File: config.mk
export PLATFORM = sky130hd
export DESIGN_NAME = chunk_reassembly_tracker
export DESIGN_NICKNAME = d
export VERILOG_FILES = /design/src/rtl/core/crt_pkg.sv /design/src/rtl/core/crt_datapath.sv /design/src/rtl/core/crt_ctrl.sv /design/src/rtl/core/chunk_reassembly_tracker.sv
export SDC_FILE = /design/constraint.sdc
export NUM_CORES = 2
export LEC_CHECK = 0
export ABC_AREA = 1
export BUFFER_PORTS_ARGS = -buffer_cell sky130_fd_sc_hd__buf_2
export CAP_MARGIN = 20
export CORE_MARGIN = 3
export CORE_UTILIZATION = 50
export CTS_CLUSTER_DIAMETER = 200
export CTS_CLUSTER_SIZE = 12
export DETAILED_ROUTE_END_ITERATION = 10
export GPL_TIMING_DRIVEN = 0
export PLACE_DENSITY = 0.69
export SKIP_LAST_GASP = 1
export SLEW_MARGIN = 10
export SYNTH_ARGS = -nofsm -noshare
export SYNTH_HDL_FRONTEND = slang
export SYNTH_SLANG_ARGS = --single-unit
File: constraint.sdc
create_clock -name clk -period 23.9 [get_ports clk]
set_clock_uncertainty 0.05 [all_clocks]
set_input_delay 2.39 -clock clk [delete_from_list [all_inputs] [get_ports clk]]
set_output_delay 2.39 -clock clk [all_outputs]
set_load 0.005 [all_outputs]
File: src/rtl/core/crt_pkg.sv
`timescale 1ns / 1ps
// ----------------------------------------------------------------------------
// Chunk reassembly tracker package
// Sizes, status codes, controller states and a shared helper function.
// ----------------------------------------------------------------------------
package crt_pkg;

  // Table geometry.
  localparam int MAX_CHUNKS  = 64;
  localparam int SLOTS       = 8;
  localparam int MAX_RESULTS = 8;

  localparam int SLOT_W  = (SLOTS > 1) ? $clog2(SLOTS) : 1;
  localparam int TOTAL_W = $clog2(MAX_CHUNKS + 1);
  localparam int BIT_W   = (MAX_CHUNKS > 1) ? $clog2(MAX_CHUNKS) : 1;
  localparam int RES_W   = $clog2(MAX_RESULTS + 1);

  // Fixed field widths.
  localparam int ID_W        = 32;
  localparam int IDX_W       = 16;
  localparam int TIME_W      = 32;
  localparam int DELAY_W     = 16;
  localparam int RETRY_W     = 4;
  localparam int MASK_W      = 64;
  localparam int COUNT_W     = 7;
  localparam int STATUS_W    = 4;
  localparam int CFG_INDEX_W = 1;
  localparam int CFG_DATA_W  = 16;

  // Register reset values.
  localparam logic [DELAY_W-1:0] STALE_DELAY_RESET = DELAY_W'(1500);
  localparam logic [RETRY_W-1:0] RETRY_LIMIT_RESET = RETRY_W'(5);

  typedef enum logic [STATUS_W-1:0] {
    ST_ZERO_TOTAL = 4'd0,
    ST_BAD_INDEX  = 4'd1,
    ST_TOO_MANY   = 4'd2,
    ST_TABLE_FULL = 4'd3,
    ST_STORED     = 4'd4,
    ST_DUPLICATE  = 4'd5,
    ST_COMPLETE   = 4'd6,
    ST_RETRANSMIT = 4'd7,
    ST_GIVE_UP    = 4'd8
  } status_t;

  typedef enum logic [CFG_INDEX_W-1:0] {
    CFG_STALE_DELAY = 1'd0,
    CFG_RETRY_LIMIT = 1'd1
  } cfg_reg_t;

  typedef enum logic [2:0] {
    S_IDLE,
    S_CHECK,
    S_SEARCH,
    S_UPDATE,
    S_SWEEP,
    S_FLUSH
  } state_t;

  // Commands from the controller to the datapath.
  typedef struct packed {
    logic              capture;
    logic              search_clear;
    logic              search_step;
    logic              use_sel;
    logic              reject_emit;
    logic              chunk_commit;
    logic              sweep_hit;
    logic              sweep_flush;
    logic [SLOT_W-1:0] ptr;
  } dp_cmd_t;

  // Status from the datapath to the controller.
  typedef struct packed {
    logic reject;
    logic sweep_elig;
    logic pend_valid;
    logic out_free;
  } dp_stat_t;

  // One result item.
  typedef struct packed {
    status_t             status;
    logic [ID_W-1:0]     id;
    logic [MASK_W-1:0]   mask;
    logic [COUNT_W-1:0]  count;
    logic [RETRY_W-1:0]  retry;
    logic                mismatch;
    logic                last;
  } result_t;

  // Mask with the low 'total' bits set.
  function automatic logic [MAX_CHUNKS-1:0] full_mask(input logic [TOTAL_W-1:0] total);
    logic [MAX_CHUNKS-1:0] m;
    for (int i = 0; i < MAX_CHUNKS; i++) begin
      m[i] = (TOTAL_W'(i) < total);
    end
    return m;
  endfunction

endpackage

File: src/rtl/core/crt_datapath.sv
`timescale 1ns / 1ps
// ----------------------------------------------------------------------------
// Chunk reassembly tracker datapath
// Slot table, input capture, search registers, result holding and output.
// ----------------------------------------------------------------------------
module crt_datapath (
  input  logic                         clk,
  input  logic                         rst,
  input  crt_pkg::dp_cmd_t             cmd,
  output crt_pkg::dp_stat_t            stat,
  input  logic                         cfg_write,
  input  logic [crt_pkg::CFG_INDEX_W-1:0] cfg_index,
  input  logic [crt_pkg::CFG_DATA_W-1:0]  cfg_data,
  input  logic [crt_pkg::ID_W-1:0]     transfer_id,
  input  logic [crt_pkg::IDX_W-1:0]    chunk_index,
  input  logic [crt_pkg::IDX_W-1:0]    chunk_total,
  input  logic [crt_pkg::TIME_W-1:0]   time_now,
  input  logic                         out_stall,
  output logic                         out_valid,
  output crt_pkg::result_t             out_res
);
  import crt_pkg::*;

  // Configuration registers.
  logic [DELAY_W-1:0] stale_delay;
  logic [RETRY_W-1:0] retry_limit;

  // Captured item.
  logic [ID_W-1:0]   c_id;
  logic [IDX_W-1:0]  c_idx;
  logic [IDX_W-1:0]  c_total;
  logic [TIME_W-1:0] c_now;

  // Slot table.
  logic                  slot_valid   [SLOTS];
  logic [ID_W-1:0]       slot_id      [SLOTS];
  logic [TOTAL_W-1:0]    slot_total   [SLOTS];
  logic [MAX_CHUNKS-1:0] slot_recv    [SLOTS];
  logic [TOTAL_W-1:0]    slot_cnt     [SLOTS];
  logic [TIME_W-1:0]     slot_time    [SLOTS];
  logic [RETRY_W-1:0]    slot_retries [SLOTS];

  // Search results.
  logic              found_v;
  logic [SLOT_W-1:0] found_slot;
  logic              free_v;
  logic [SLOT_W-1:0] free_slot;
  logic [SLOT_W-1:0] sel_slot;

  // Pending sweep result.
  logic    pend_valid;
  result_t pend;

  // Read port.
  logic [SLOT_W-1:0]     rd_addr;
  logic                  r_valid;
  logic [ID_W-1:0]       r_id;
  logic [TOTAL_W-1:0]    r_total;
  logic [MAX_CHUNKS-1:0] r_recv;
  logic [TOTAL_W-1:0]    r_cnt;
  logic [TIME_W-1:0]     r_time;
  logic [RETRY_W-1:0]    r_retries;

  // Chunk evaluation.
  logic                  reject;
  status_t               reject_code;
  logic                  is_new;
  logic                  table_full;
  logic                  mismatch;
  logic                  late_bad;
  logic [TOTAL_W-1:0]    eff_total;
  logic [MAX_CHUNKS-1:0] eff_recv;
  logic [TOTAL_W-1:0]    eff_cnt;
  logic [BIT_W-1:0]      bit_pos;
  logic [MAX_CHUNKS-1:0] new_recv;
  logic [TOTAL_W-1:0]    new_cnt;
  logic                  dup;
  logic                  done;
  logic                  chunk_write;
  logic [TOTAL_W-1:0]    mask_total;
  logic [MAX_CHUNKS-1:0] fm;
  result_t               chunk_res;

  // Sweep evaluation.
  logic [TIME_W-1:0]  age;
  logic               sweep_elig;
  logic               can_retry;
  logic [RETRY_W-1:0] next_retries;
  result_t            sweep_res;

  // Output register control.
  logic    out_free;
  logic    out_load;
  result_t out_next;

  assign sel_slot = found_v ? found_slot : free_slot;
  assign rd_addr  = cmd.use_sel ? sel_slot : cmd.ptr;

  assign r_valid   = slot_valid[rd_addr];
  assign r_id      = slot_id[rd_addr];
  assign r_total   = slot_total[rd_addr];
  assign r_recv    = slot_recv[rd_addr];
  assign r_cnt     = slot_cnt[rd_addr];
  assign r_time    = slot_time[rd_addr];
  assign r_retries = slot_retries[rd_addr];

  // Early rejection on the announced total and index alone.
  always_comb begin
    reject      = 1'b1;
    reject_code = ST_ZERO_TOTAL;
    if (c_total == '0) begin
      reject_code = ST_ZERO_TOTAL;
    end else if (c_idx >= c_total) begin
      reject_code = ST_BAD_INDEX;
    end else if (c_total > IDX_W'(MAX_CHUNKS)) begin
      reject_code = ST_TOO_MANY;
    end else begin
      reject = 1'b0;
    end
  end

  // Effective slot contents for the chunk, a fresh slot when the id is new.
  assign is_new     = !found_v;
  assign table_full = !found_v && !free_v;
  assign eff_total  = is_new ? c_total[TOTAL_W-1:0] : r_total;
  assign eff_recv   = is_new ? '0 : r_recv;
  assign eff_cnt    = is_new ? '0 : r_cnt;
  assign mismatch   = !is_new && (IDX_W'(r_total) != c_total);
  assign late_bad   = mismatch && (c_idx >= IDX_W'(r_total));
  assign bit_pos    = c_idx[BIT_W-1:0];
  assign dup        = eff_recv[bit_pos];
  assign new_recv   = eff_recv | (MAX_CHUNKS'(1) << bit_pos);
  assign new_cnt    = eff_cnt + TOTAL_W'(1);
  assign done       = (new_cnt == eff_total);
  assign chunk_write = cmd.chunk_commit && !table_full && !late_bad;

  // One mask generator serves both chunk and sweep results.
  assign mask_total = cmd.use_sel ? eff_total : r_total;
  assign fm         = full_mask(mask_total);

  // Chunk result.
  always_comb begin
    chunk_res          = '0;
    chunk_res.id       = c_id;
    chunk_res.last     = 1'b1;
    chunk_res.mismatch = mismatch;
    if (table_full) begin
      chunk_res.status   = ST_TABLE_FULL;
      chunk_res.mismatch = 1'b0;
    end else if (late_bad) begin
      chunk_res.status = ST_BAD_INDEX;
    end else if (dup) begin
      chunk_res.status = ST_DUPLICATE;
      chunk_res.mask   = MASK_W'(fm & ~eff_recv);
      chunk_res.count  = COUNT_W'(eff_total - eff_cnt);
    end else if (done) begin
      chunk_res.status = ST_COMPLETE;
    end else begin
      chunk_res.status = ST_STORED;
      chunk_res.mask   = MASK_W'(fm & ~new_recv);
      chunk_res.count  = COUNT_W'(eff_total - new_cnt);
    end
  end

  // Sweep evaluation of the slot under the pointer.
  assign age          = c_now - r_time;
  assign sweep_elig   = r_valid && (age > TIME_W'(stale_delay)) && (r_cnt != r_total);
  assign can_retry    = (r_retries < retry_limit);
  assign next_retries = r_retries + RETRY_W'(1);

  always_comb begin
    sweep_res          = '0;
    sweep_res.status   = can_retry ? ST_RETRANSMIT : ST_GIVE_UP;
    sweep_res.id       = r_id;
    sweep_res.mask     = MASK_W'(fm & ~r_recv);
    sweep_res.count    = COUNT_W'(r_total - r_cnt);
    sweep_res.retry    = can_retry ? next_retries : r_retries;
  end

  // Output register source selection.
  assign out_free = !out_valid || !out_stall;

  always_comb begin
    out_load = 1'b0;
    out_next = pend;
    if (cmd.reject_emit) begin
      out_load        = 1'b1;
      out_next        = '0;
      out_next.status = reject_code;
      out_next.id     = c_id;
      out_next.last   = 1'b1;
    end else if (cmd.chunk_commit) begin
      out_load = 1'b1;
      out_next = chunk_res;
    end else if (cmd.sweep_hit && pend_valid) begin
      out_load      = 1'b1;
      out_next.last = 1'b0;
    end else if (cmd.sweep_flush) begin
      out_load      = 1'b1;
      out_next.last = 1'b1;
    end
  end

  assign stat.reject     = reject;
  assign stat.sweep_elig = sweep_elig;
  assign stat.pend_valid = pend_valid;
  assign stat.out_free   = out_free;

  // Control state: configuration, valid bits, search flags, handshake flags.
  always_ff @(posedge clk) begin
    if (rst) begin
      stale_delay <= STALE_DELAY_RESET;
      retry_limit <= RETRY_LIMIT_RESET;
      found_v     <= 1'b0;
      free_v      <= 1'b0;
      pend_valid  <= 1'b0;
      out_valid   <= 1'b0;
      for (int s = 0; s < SLOTS; s++) begin
        slot_valid[s] <= 1'b0;
      end
    end else begin
      if (cfg_write) begin
        unique case (cfg_reg_t'(cfg_index))
          CFG_STALE_DELAY: stale_delay <= cfg_data[DELAY_W-1:0];
          CFG_RETRY_LIMIT: retry_limit <= cfg_data[RETRY_W-1:0];
          default: ;
        endcase
      end

      if (cmd.search_clear) begin
        found_v <= 1'b0;
        free_v  <= 1'b0;
      end else if (cmd.search_step) begin
        if (r_valid && !found_v && (r_id == c_id)) begin
          found_v <= 1'b1;
        end
        if (!r_valid && !free_v) begin
          free_v <= 1'b1;
        end
      end

      if (chunk_write) begin
        slot_valid[sel_slot] <= dup || !done;
      end

      if (cmd.sweep_hit) begin
        pend_valid <= 1'b1;
      end else if (cmd.sweep_flush) begin
        pend_valid <= 1'b0;
      end

      if (out_load) begin
        out_valid <= 1'b1;
      end else if (!out_stall) begin
        out_valid <= 1'b0;
      end
    end
  end

  // Payload registers.
  always_ff @(posedge clk) begin
    if (cmd.capture) begin
      c_id    <= transfer_id;
      c_idx   <= chunk_index;
      c_total <= chunk_total;
      c_now   <= time_now;
    end

    if (cmd.search_step) begin
      if (r_valid && !found_v && (r_id == c_id)) begin
        found_slot <= cmd.ptr;
      end
      if (!r_valid && !free_v) begin
        free_slot <= cmd.ptr;
      end
    end

    if (chunk_write) begin
      slot_id[sel_slot]      <= c_id;
      slot_total[sel_slot]   <= eff_total;
      slot_recv[sel_slot]    <= dup ? eff_recv : new_recv;
      slot_cnt[sel_slot]     <= dup ? eff_cnt : new_cnt;
      slot_time[sel_slot]    <= c_now;
      slot_retries[sel_slot] <= is_new ? '0 : r_retries;
    end

    // A retransmit counts a retry and restarts the stale timer.
    if (cmd.sweep_hit && can_retry) begin
      slot_retries[cmd.ptr] <= next_retries;
      slot_time[cmd.ptr]    <= c_now;
    end

    if (cmd.sweep_hit) begin
      pend <= sweep_res;
    end

    if (out_load) begin
      out_res <= out_next;
    end
  end

endmodule

File: src/rtl/core/crt_ctrl.sv
`timescale 1ns / 1ps
// ----------------------------------------------------------------------------
// Chunk reassembly tracker controller
// Sequences the slot walk for chunk lookups and maintenance sweeps.
// ----------------------------------------------------------------------------
module crt_ctrl (
  input  logic               clk,
  input  logic               rst,
  input  logic               in_valid,
  input  logic               op,
  output logic               in_stall,
  input  crt_pkg::dp_stat_t  stat,
  output crt_pkg::dp_cmd_t   cmd
);
  import crt_pkg::*;

  state_t             state;
  state_t             state_next;
  logic [SLOT_W-1:0]  ptr;
  logic [SLOT_W-1:0]  ptr_next;
  logic [RES_W-1:0]   res_cnt;
  logic [RES_W-1:0]   res_cnt_next;

  logic ptr_last;
  logic sweep_wait;
  logic sweep_take;
  logic limit_hit;

  assign ptr_last   = (ptr == SLOT_W'(SLOTS - 1));
  assign sweep_wait = stat.sweep_elig && stat.pend_valid && !stat.out_free;
  assign sweep_take = stat.sweep_elig && !sweep_wait;
  assign limit_hit  = sweep_take && (res_cnt + RES_W'(1) == RES_W'(MAX_RESULTS));

  // Next state.
  always_comb begin
    state_next = state;
    unique case (state)
      S_IDLE: begin
        if (in_valid) begin
          state_next = op ? S_SWEEP : S_CHECK;
        end
      end
      S_CHECK: begin
        if (!stat.reject) begin
          state_next = S_SEARCH;
        end else if (stat.out_free) begin
          state_next = S_IDLE;
        end
      end
      S_SEARCH: begin
        if (ptr_last) begin
          state_next = S_UPDATE;
        end
      end
      S_UPDATE: begin
        if (stat.out_free) begin
          state_next = S_IDLE;
        end
      end
      S_SWEEP: begin
        if (!sweep_wait && (ptr_last || limit_hit)) begin
          state_next = S_FLUSH;
        end
      end
      S_FLUSH: begin
        if (!stat.pend_valid || stat.out_free) begin
          state_next = S_IDLE;
        end
      end
      default: state_next = S_IDLE;
    endcase
  end

  // Slot pointer and sweep result count.
  always_comb begin
    ptr_next     = ptr;
    res_cnt_next = res_cnt;
    if (state == S_IDLE) begin
      ptr_next     = '0;
      res_cnt_next = '0;
    end else if (state == S_SEARCH) begin
      ptr_next = ptr_last ? '0 : ptr + SLOT_W'(1);
    end else if (state == S_SWEEP && !sweep_wait) begin
      ptr_next = ptr_last ? '0 : ptr + SLOT_W'(1);
      if (sweep_take) begin
        res_cnt_next = res_cnt + RES_W'(1);
      end
    end
  end

  // Commands.
  always_comb begin
    cmd              = '0;
    cmd.ptr          = ptr;
    in_stall         = 1'b1;
    unique case (state)
      S_IDLE: begin
        in_stall    = 1'b0;
        cmd.capture = in_valid;
      end
      S_CHECK: begin
        cmd.search_clear = 1'b1;
        cmd.reject_emit  = stat.reject && stat.out_free;
      end
      S_SEARCH: begin
        cmd.search_step = 1'b1;
      end
      S_UPDATE: begin
        cmd.use_sel      = 1'b1;
        cmd.chunk_commit = stat.out_free;
      end
      S_SWEEP: begin
        cmd.sweep_hit = sweep_take;
      end
      S_FLUSH: begin
        cmd.sweep_flush = stat.pend_valid && stat.out_free;
      end
      default: ;
    endcase
  end

  always_ff @(posedge clk) begin
    if (rst) begin
      state   <= S_IDLE;
      ptr     <= '0;
      res_cnt <= '0;
    end else begin
      state   <= state_next;
      ptr     <= ptr_next;
      res_cnt <= res_cnt_next;
    end
  end

endmodule

File: src/rtl/core/chunk_reassembly_tracker.sv
`timescale 1ns / 1ps
// ----------------------------------------------------------------------------
// Chunk reassembly tracker
// Tracks chunked transfers in an eight-slot table and issues retransmits.
// ----------------------------------------------------------------------------
// A chunk item is accepted, then screened on its announced total and index,
// then looked up across the slots, one slot per cycle, to find the transfer
// or the lowest free slot, and then the slot is updated and the result is
// loaded once the output is free. A chunk that fails the screening is only
// accepted and screened, and its result is loaded once the output is free.
// A sweep item visits one slot per cycle, holding on a slot while a waiting
// result is held by output stall, and then releases its final result, if
// any. The slot walk is set by the slot table's single read port. Results
// leave through an output register, and a sweep keeps one further result in
// a holding register so that the final one can carry last. Configuration
// writes are taken in any cycle and must only be made while the block is
// idle.
module chunk_reassembly_tracker (
  input  logic                             clk,
  input  logic                             rst,
  // Configuration.
  input  logic                             cfg_write,
  input  logic [crt_pkg::CFG_INDEX_W-1:0]  cfg_index,
  input  logic [crt_pkg::CFG_DATA_W-1:0]   cfg_data,
  // Input channel.
  input  logic                             in_valid,
  output logic                             in_stall,
  input  logic                             op,
  input  logic [crt_pkg::ID_W-1:0]         transfer_id,
  input  logic [crt_pkg::IDX_W-1:0]        chunk_index,
  input  logic [crt_pkg::IDX_W-1:0]        chunk_total,
  input  logic [crt_pkg::TIME_W-1:0]       time_now,
  // Output channel.
  output logic                             out_valid,
  input  logic                             out_stall,
  output logic [crt_pkg::STATUS_W-1:0]     status,
  output logic [crt_pkg::ID_W-1:0]         result_id,
  output logic [crt_pkg::MASK_W-1:0]       missing_mask,
  output logic [crt_pkg::COUNT_W-1:0]      absent_count,
  output logic [crt_pkg::RETRY_W-1:0]      retry_number,
  output logic                             total_mismatch,
  output logic                             last
);
  import crt_pkg::*;

  dp_cmd_t  cmd;
  dp_stat_t stat;
  result_t  out_res;

  crt_ctrl u_ctrl (
    .clk      (clk),
    .rst      (rst),
    .in_valid (in_valid),
    .op       (op),
    .in_stall (in_stall),
    .stat     (stat),
    .cmd      (cmd)
  );

  crt_datapath u_dp (
    .clk         (clk),
    .rst         (rst),
    .cmd         (cmd),
    .stat        (stat),
    .cfg_write   (cfg_write),
    .cfg_index   (cfg_index),
    .cfg_data    (cfg_data),
    .transfer_id (transfer_id),
    .chunk_index (chunk_index),
    .chunk_total (chunk_total),
    .time_now    (time_now),
    .out_stall   (out_stall),
    .out_valid   (out_valid),
    .out_res     (out_res)
  );

  // Result fields onto the ports.
  assign status         = out_res.status;
  assign result_id      = out_res.id;
  assign missing_mask   = out_res.mask;
  assign absent_count   = out_res.count;
  assign retry_number   = out_res.retry;
  assign total_mismatch = out_res.mismatch;
  assign last           = out_res.last;

endmodule

# == After elaboration in Yosys (flattened, before gate mapping) ==
# Memory sizes are Yosys's and may differ from the RTL's.
# Index checks and enable logic that the tools add are counted.
# classes
add_sub_neg,8
magnitude_cmp,70
n_eq_ne,16
shifts,1
muxes,77
n_bitwise,9
reduce_logical,51
# ops
operator,count
$mux 71,4
$lt 6x7->1 const A,32
$and 64x64->64,3
$not 64->64,3
$mux 64,2
$mux 113,1
$lt 5x7->1 const A,16
$mux 112,1
$or 64x64->64,1
$shl 1x6->64 const A,1
$lt 4x7->1 const A,8
$mux 3,15
$mux 1,36
$mux 4,9
$eq 32x32->1,1
$gt 32x16->1,1
$mux 32,1
$reduce_or 32->1,1
$sub 32x32->32,1
$lt 3x7->1 const A,4
$mux 7,4
$sub 7x7->7,3
$logic_and 1x1->1,20
$pmux 3 s6,1
33 further kinds,63
# totals
reg_bits,360
mem_bits_rw,1176
inputBits,119
output_inout_bits,115
word_cells,266
memories,7
# memory_table
memory,depth,word_bits,rd,rd_ports_with_merged_regs,write_ports,line_no,source
u_dp.slot_recv,8,64,1,0,1,crt_datapath.sv:38,logic [MAX_CHUNKS-1:0] slot_recv [SLOTS];
u_dp.slot_id,8,32,1,0,1,crt_datapath.sv:36,logic [ID_W-1:0] slot_id [SLOTS];
u_dp.slot_time,8,32,1,0,1,crt_datapath.sv:40,logic [TIME_W-1:0] slot_time [SLOTS];
u_dp.slot_cnt,8,7,1,0,1,crt_datapath.sv:39,logic [TOTAL_W-1:0] slot_cnt [SLOTS];
u_dp.slot_total,8,7,1,0,1,crt_datapath.sv:37,logic [TOTAL_W-1:0] slot_total [SLOTS];
u_dp.slot_retries,8,4,1,0,1,crt_datapath.sv:41,logic [RETRY_W-1:0] slot_retries [SLOTS];
+1 memories,n/a,n/a,n/a,n/a,n/a,n/a,

# == Depth between registers and ports, before layout ==
# An unclocked memory read counts as a cell.
# logic_depth
word_depth,18
mapped_depth,47
mapped_depth_nobuf,40

# == Cells and area by module ==
# From an unflattened synthesis, not the netlist that was laid out.
# unflattened
hier_cells,5980
area_unflattened_um2,67353.3
# modules_own_cells
mod,instances,cells_each,area_each_um2,seq_area_each_um2
crt_datapath,1,5881,66696.5,45523.7
crt_ctrl,1,99,656.9,200.2

# == Worst setup path after synthesis ==
# OpenSTA, ideal clock, no wires.
# synth_path
path_type,register to register
startpoint,register u_ctrl.state[2]
endpoint,"register, netlist name u_dp.out_res[0]"
setup_time_ns,1.297
arrival_ns,7.375
t_required_ns,22.553
slack_ns,15.177
path_stages_with_launch,40
n_path_buf,8
period_less_slack_ns,8.723
cell_sequence,dfxtp_1 inv_2 nand3_2 nand2_2 nand2_2 buf_6 buf_6 buf_6 buf_4 buf_2 buf_2 buf_2 buf_1 nor2_1 o221ai_1 o21ai_0 ha_1 nand2_1 [... 4 more ...] nand2_1 xor2_1 ha_1 a21oi_1 o21ai_0 nor2_1 nand2_1 nand2_1 nand2_1 inv_1 nand2_1 nor2_1 nand2_1 nor2_1 nand3_1 and2_4 nand3_1 nand3_1
# synth_between
elab_chain_cells,17
elab_cells_between_ends,28
classes_between,1 x add/sub; 1 x order compare; 5 x eq/ne; 10 x mux; 7 x reduce/logical; 4 x memory
# synth_rtl
element,line_no,source
from (decl),crt_ctrl.sv:17,state_t state;
from (signal assigned),crt_ctrl.sv:128,state <= state_next;
$eq 3x2->1,crt_ctrl.sv:96,unique case (state)
$mux 1,crt_ctrl.sv:96,
$mux 3,crt_datapath.sv:97,assign rd_addr = cmd.use_sel ? sel_slot : cmd.ptr;
$mem_v2 8x32,n/a,
$sub 32x32->32,crt_datapath.sv:166,assign age = c_now - r_time;
$gt 32x16->1,crt_datapath.sv:167,assign sweep_elig = r_valid && (age > TIME_W'(stale_delay)) && (r_cnt != r_total);
$logic_and 1x1->1 (2 in a row),crt_datapath.sv:167,
$logic_and 1x1->1 (2 in a row),crt_ctrl.sv:30,assign sweep_wait = stat.sweep_elig && stat.pend_valid && !stat.out_free;
$logic_not 1->1,crt_ctrl.sv:31,assign sweep_take = stat.sweep_elig && !sweep_wait;
$logic_and 1x1->1,crt_ctrl.sv:31,
$mux 1,crt_ctrl.sv:96,
$logic_and 1x1->1,crt_datapath.sv:195,end else if (cmd.sweep_hit && pend_valid) begin
$mux 1,crt_datapath.sv:195,
$mux 1,crt_datapath.sv:192,end else if (cmd.chunk_commit) begin
$mux 1 *,crt_datapath.sv:186,if (cmd.reject_emit) begin
named net u_dp.out_load,crt_datapath.sv:93,logic out_load;
# Mark *: on every way through the listed nets, which the timed path passes. The rest lies on a longest branch.
# A chain may end at the register's enable or synchronous reset.

==> summary.md <==
| Metric | Value |
|---|---|
| Status | `complete, no violations` |
| Non-filler cells, final | `8,438` |
| Vias in the first global route | `47,820` |
| FMAX | `98.61 MHz` |
| Die area | `139,800 µm²` |
| Clock tree buffer depth | `3` |
| Clock Root Buffer | `clkbuf_16` |
| DR WL/cell | `27.69 µm` |
| Reg clk slew, reported paths | `0.06 ns` |
| # DRC | `0` |
| CTS Buf Count | `145` |
| Dpl cells | `8,226` |
| Leak Pwr | `0.02898 µW` |
| Reg2reg start | `u_ctrl.state[2]` |
| Hold Path Origin | `u_dp.stale_delay[5]` |
| Reg2Reg Depth | `43` |
| CP startpoint kind | `register` |
| Worst min-delay path category | `register to register` |
| Most common cell after layout, fill and taps aside | `nand2_1` |
| Endpoint class of the critical path | `register` |
| GR Util All Layers | `0.3279` |
| Iteration count of the initial detailed-routing pass | `8` |
| Unique cell type count in the Yosys netlist | `55` |
| Post-DP HPWL | `163.2 mm` |
| Sequential area share after synthesis | `0.6755` |
| Placer Congestion | `1.061` |
| Nets@finish | `6,841` |
| Max-cap violations | `0` |
| Top Ports | `234` |
| Post-CTS Setup Inserts | `0` |
| Peak VDD IR | `0.07019 mV` |
| Area Overhead vs Synth | `12.76%` |
| First-pass GRT wire length | `331.0 mm` |
| Initial antenna violation count | `4` |
| Synth Register Bits | `1,534` |
| PnR Total Power | `5598 µW` |
| Clk sinks | `1,534` |
| Tmin final | `10.14 ns` |
| Post-Route WL | `233.6 mm` |
| Syn Std Cell Area | `67,680 µm²` |
| Setup slack, reg-to-reg | `13.76 ns` |
| Routed Antenna Nets | `0` |
| Horiz. Die Dim | `373.9 µm` |
| Crit path kind | `register to register` |
| Largest net degree at the start of global routing | `80` |
| Htree depth | `4` |
| Clk_lat worst skew | `0.84 ns` |
| Hold depth | `2` |
| Hold endpoint | `u_dp.stale_delay[5]` |
| DP Worst Slack | `13.90 ns` |
| Die Y | `373.9 µm` |
| Reg2Reg Capture Point | `u_dp.slot_time[7][11]` |
| Worst-path maximum fanout | `43` |
| Arr. time, crit path | `10.59 ns` |
| Final-report max-slew violation count | `0` |
| Row count | `134` |
| IO buf count | `233` |
| Core area | `134,000 µm²` |
| CTS tree | `yes` |
| Final worst slack | `13.76 ns` |
| Layout cells sized above 1 | `0.1114` |
| Vias/cell | `5.994` |
| Syn_nets | `6,394` |
| Starting Density | `0.5053` |
| Hold Violations, Final | `0` |
| Mapped Avg Cell Area | `10.96 µm²` |
| Most frequent cells in the layout | `nand2_1 (1,528), edfxtp_1 (1,500), nand3_1 (598), nor2_1 (536), inv_1 (445)` |
| Post-CTS Hold Fix Bufs | `0` |
| RSZ-0062 raised after global routing | `false` |
| Final worst-path cycle share | `0.4243` |
| Critical Path RT | `24.35 ns` |
| Slew @ Worst Pin | `1.237 ns` |
| Total gr overflow | `0` |
| Setup Viol. Count Final | `0` |
| Slowest stage cell, crit path | `nor2_4` |
| TNS Setup | `0 ns` |
| Synthesized instance count | `6,174` |
| Yosys warns | `0` |
| Starting DRT DRC Count | `7,082` |
| CP peak stage delay | `0.82 ns` |
| Pwr/cell area | `73.34 nW/µm²` |
| Most used cell, CP | `nand2_1` |
| Slew headroom | `0.1752` |
| Resize count post-CTS | `0` |
| Via count | `50,580` |
## layout make-up
class                           count  area (µm²)
Multi-Input combinational cell   3866       18650
Tap cell                         1768        2212
Antenna cell                        3       7.507
Clock buffer                      180        3824
Fill cell                       11130       57640
Timing Repair Buffer              300        2202
Inverter                          466        1799
Clock inverter                     13       247.7
Sequential cell                  1534       45720
Buffer                            308        1650
## power by group
part	switching [µW]	internal, µW	total [µW]
sequential	42.1	3000	3050
clock	986	1130	2110
combinational	319	121	440
## critical path: cells and delay by family, from the launching register on
kind	cells	cell delay, ns
XOR/XNOR	1	0.22
buffers and inverters	14	3.36
adder cells (fa/ha/maj)	2	0.69
AND/OR/NAND/NOR	21	3.86
flip-flops	1	0.49
AO/OA/AOI/OAI	5	1.02
## synth_stat cells, drive strengths merged
library cell | count | area [µm²]
o2bb2ai | 5 | 43.79
o2111ai | 1 | 8.760
fa | 4 | 80.08
a21boi | 1 | 7.510
and3 | 1 | 6.260
nor2 | 553 | 2103
nor3 | 52 | 265.3
a22oi | 2 | 15.01
ha | 97 | 1214
and2 | 10 | 65.06
nor3b | 3 | 27.52
edfxtp | 1500 | 45040
xnor2 | 8 | 70.07
o31ai | 1 | 7.510
clkbuf | 104 | 390.4
xor2 | 38 | 332.8
clkinv | 3 | 11.26
dfxtp | 34 | 680.7
nand3b | 17 | 127.6
a211oi | 4 | 30.03
o22ai | 74 | 462.9
buf | 204 | 1260
o21ai | 523 | 2681
nand2 | 1547 | 5874
o21a | 6 | 45.04
inv | 463 | 1738
a22o | 1 | 8.760
nand3 | 605 | 3065
a21o | 1 | 7.510
nand4 | 68 | 425.4
o221ai | 44 | 385.4
nor4 | 10 | 62.56
or2 | 12 | 75.07
o211ai | 40 | 320.3
a31oi | 12 | 75.07
o21bai | 12 | 90.09
a21oi | 114 | 578.1
## per-stage QoR
step,hold WS [ns],utilization,instance area [µm²]
finish,0.4176,0.5697,76320
global route,0.4348,0.5697,76310
CTS,0.4214,0.5690,76220
detailed placement,0.4102,0.5386,72150
global placement,0.4042,0.5305,71060
floorplan,0.3853,-,67680
## worst max-delay path by stage
stage,startpoint,end,depth (start not counted)
floorplan,u_ctrl.state[2],u_dp.out_res[0],39
finish,u_ctrl.state[2],u_dp.slot_time[7][11],43
CTS,u_ctrl.state[2],u_dp.slot_time[7][19],43
detailed placement,u_ctrl.state[2],u_dp.slot_time[7][12],43
global route,u_ctrl.state[2],u_dp.slot_time[7][13],43
global placement,u_ctrl.state[2],u_dp.slot_recv[4][17],21
## flip-flops by register name, summed over array words and instances (netlist names), 3 cells and up
| name | flops |
|---|---|
| u_ctrl.ptr | 3 |
| u_dp.c_id | 32 |
| u_dp.stale_delay | 16 |
| u_dp.retry_limit | 4 |
| u_dp.slot_recv | 512 |
| u_dp.free_slot | 3 |
| u_dp.c_total | 16 |
| u_ctrl.state | 3 |
| u_dp.slot_cnt | 56 |
| u_dp.pend | 109 |
| u_dp.out_res | 113 |
| u_dp.slot_time | 256 |
| u_dp.c_now | 32 |
| u_dp.c_idx | 16 |
| u_ctrl.res_cnt | 4 |
| u_dp.found_slot | 3 |
| u_dp.slot_valid | 8 |
| u_dp.slot_retries | 32 |
| u_dp.slot_id | 256 |
| u_dp.slot_total | 56 |
## logic make-up after synthesis
group           after synthesis  synth area share
fa+ha+maj                   101           0.01911
simple gates               2878            0.1787
xor+xnor                     46          0.005952
compound gates              841           0.07043
buf+inv                     774           0.05023
flops                      1534            0.6755
## per-layer routing
layer / wire [µm] / GRT usage
met1: 91770 / 0.4449
met5: 20 / 0
met3: 23450 / 0.05959
met4: 11940 / 0.1533
met2: 106500 / 0.5159
(Power assumes the default switching activity.)
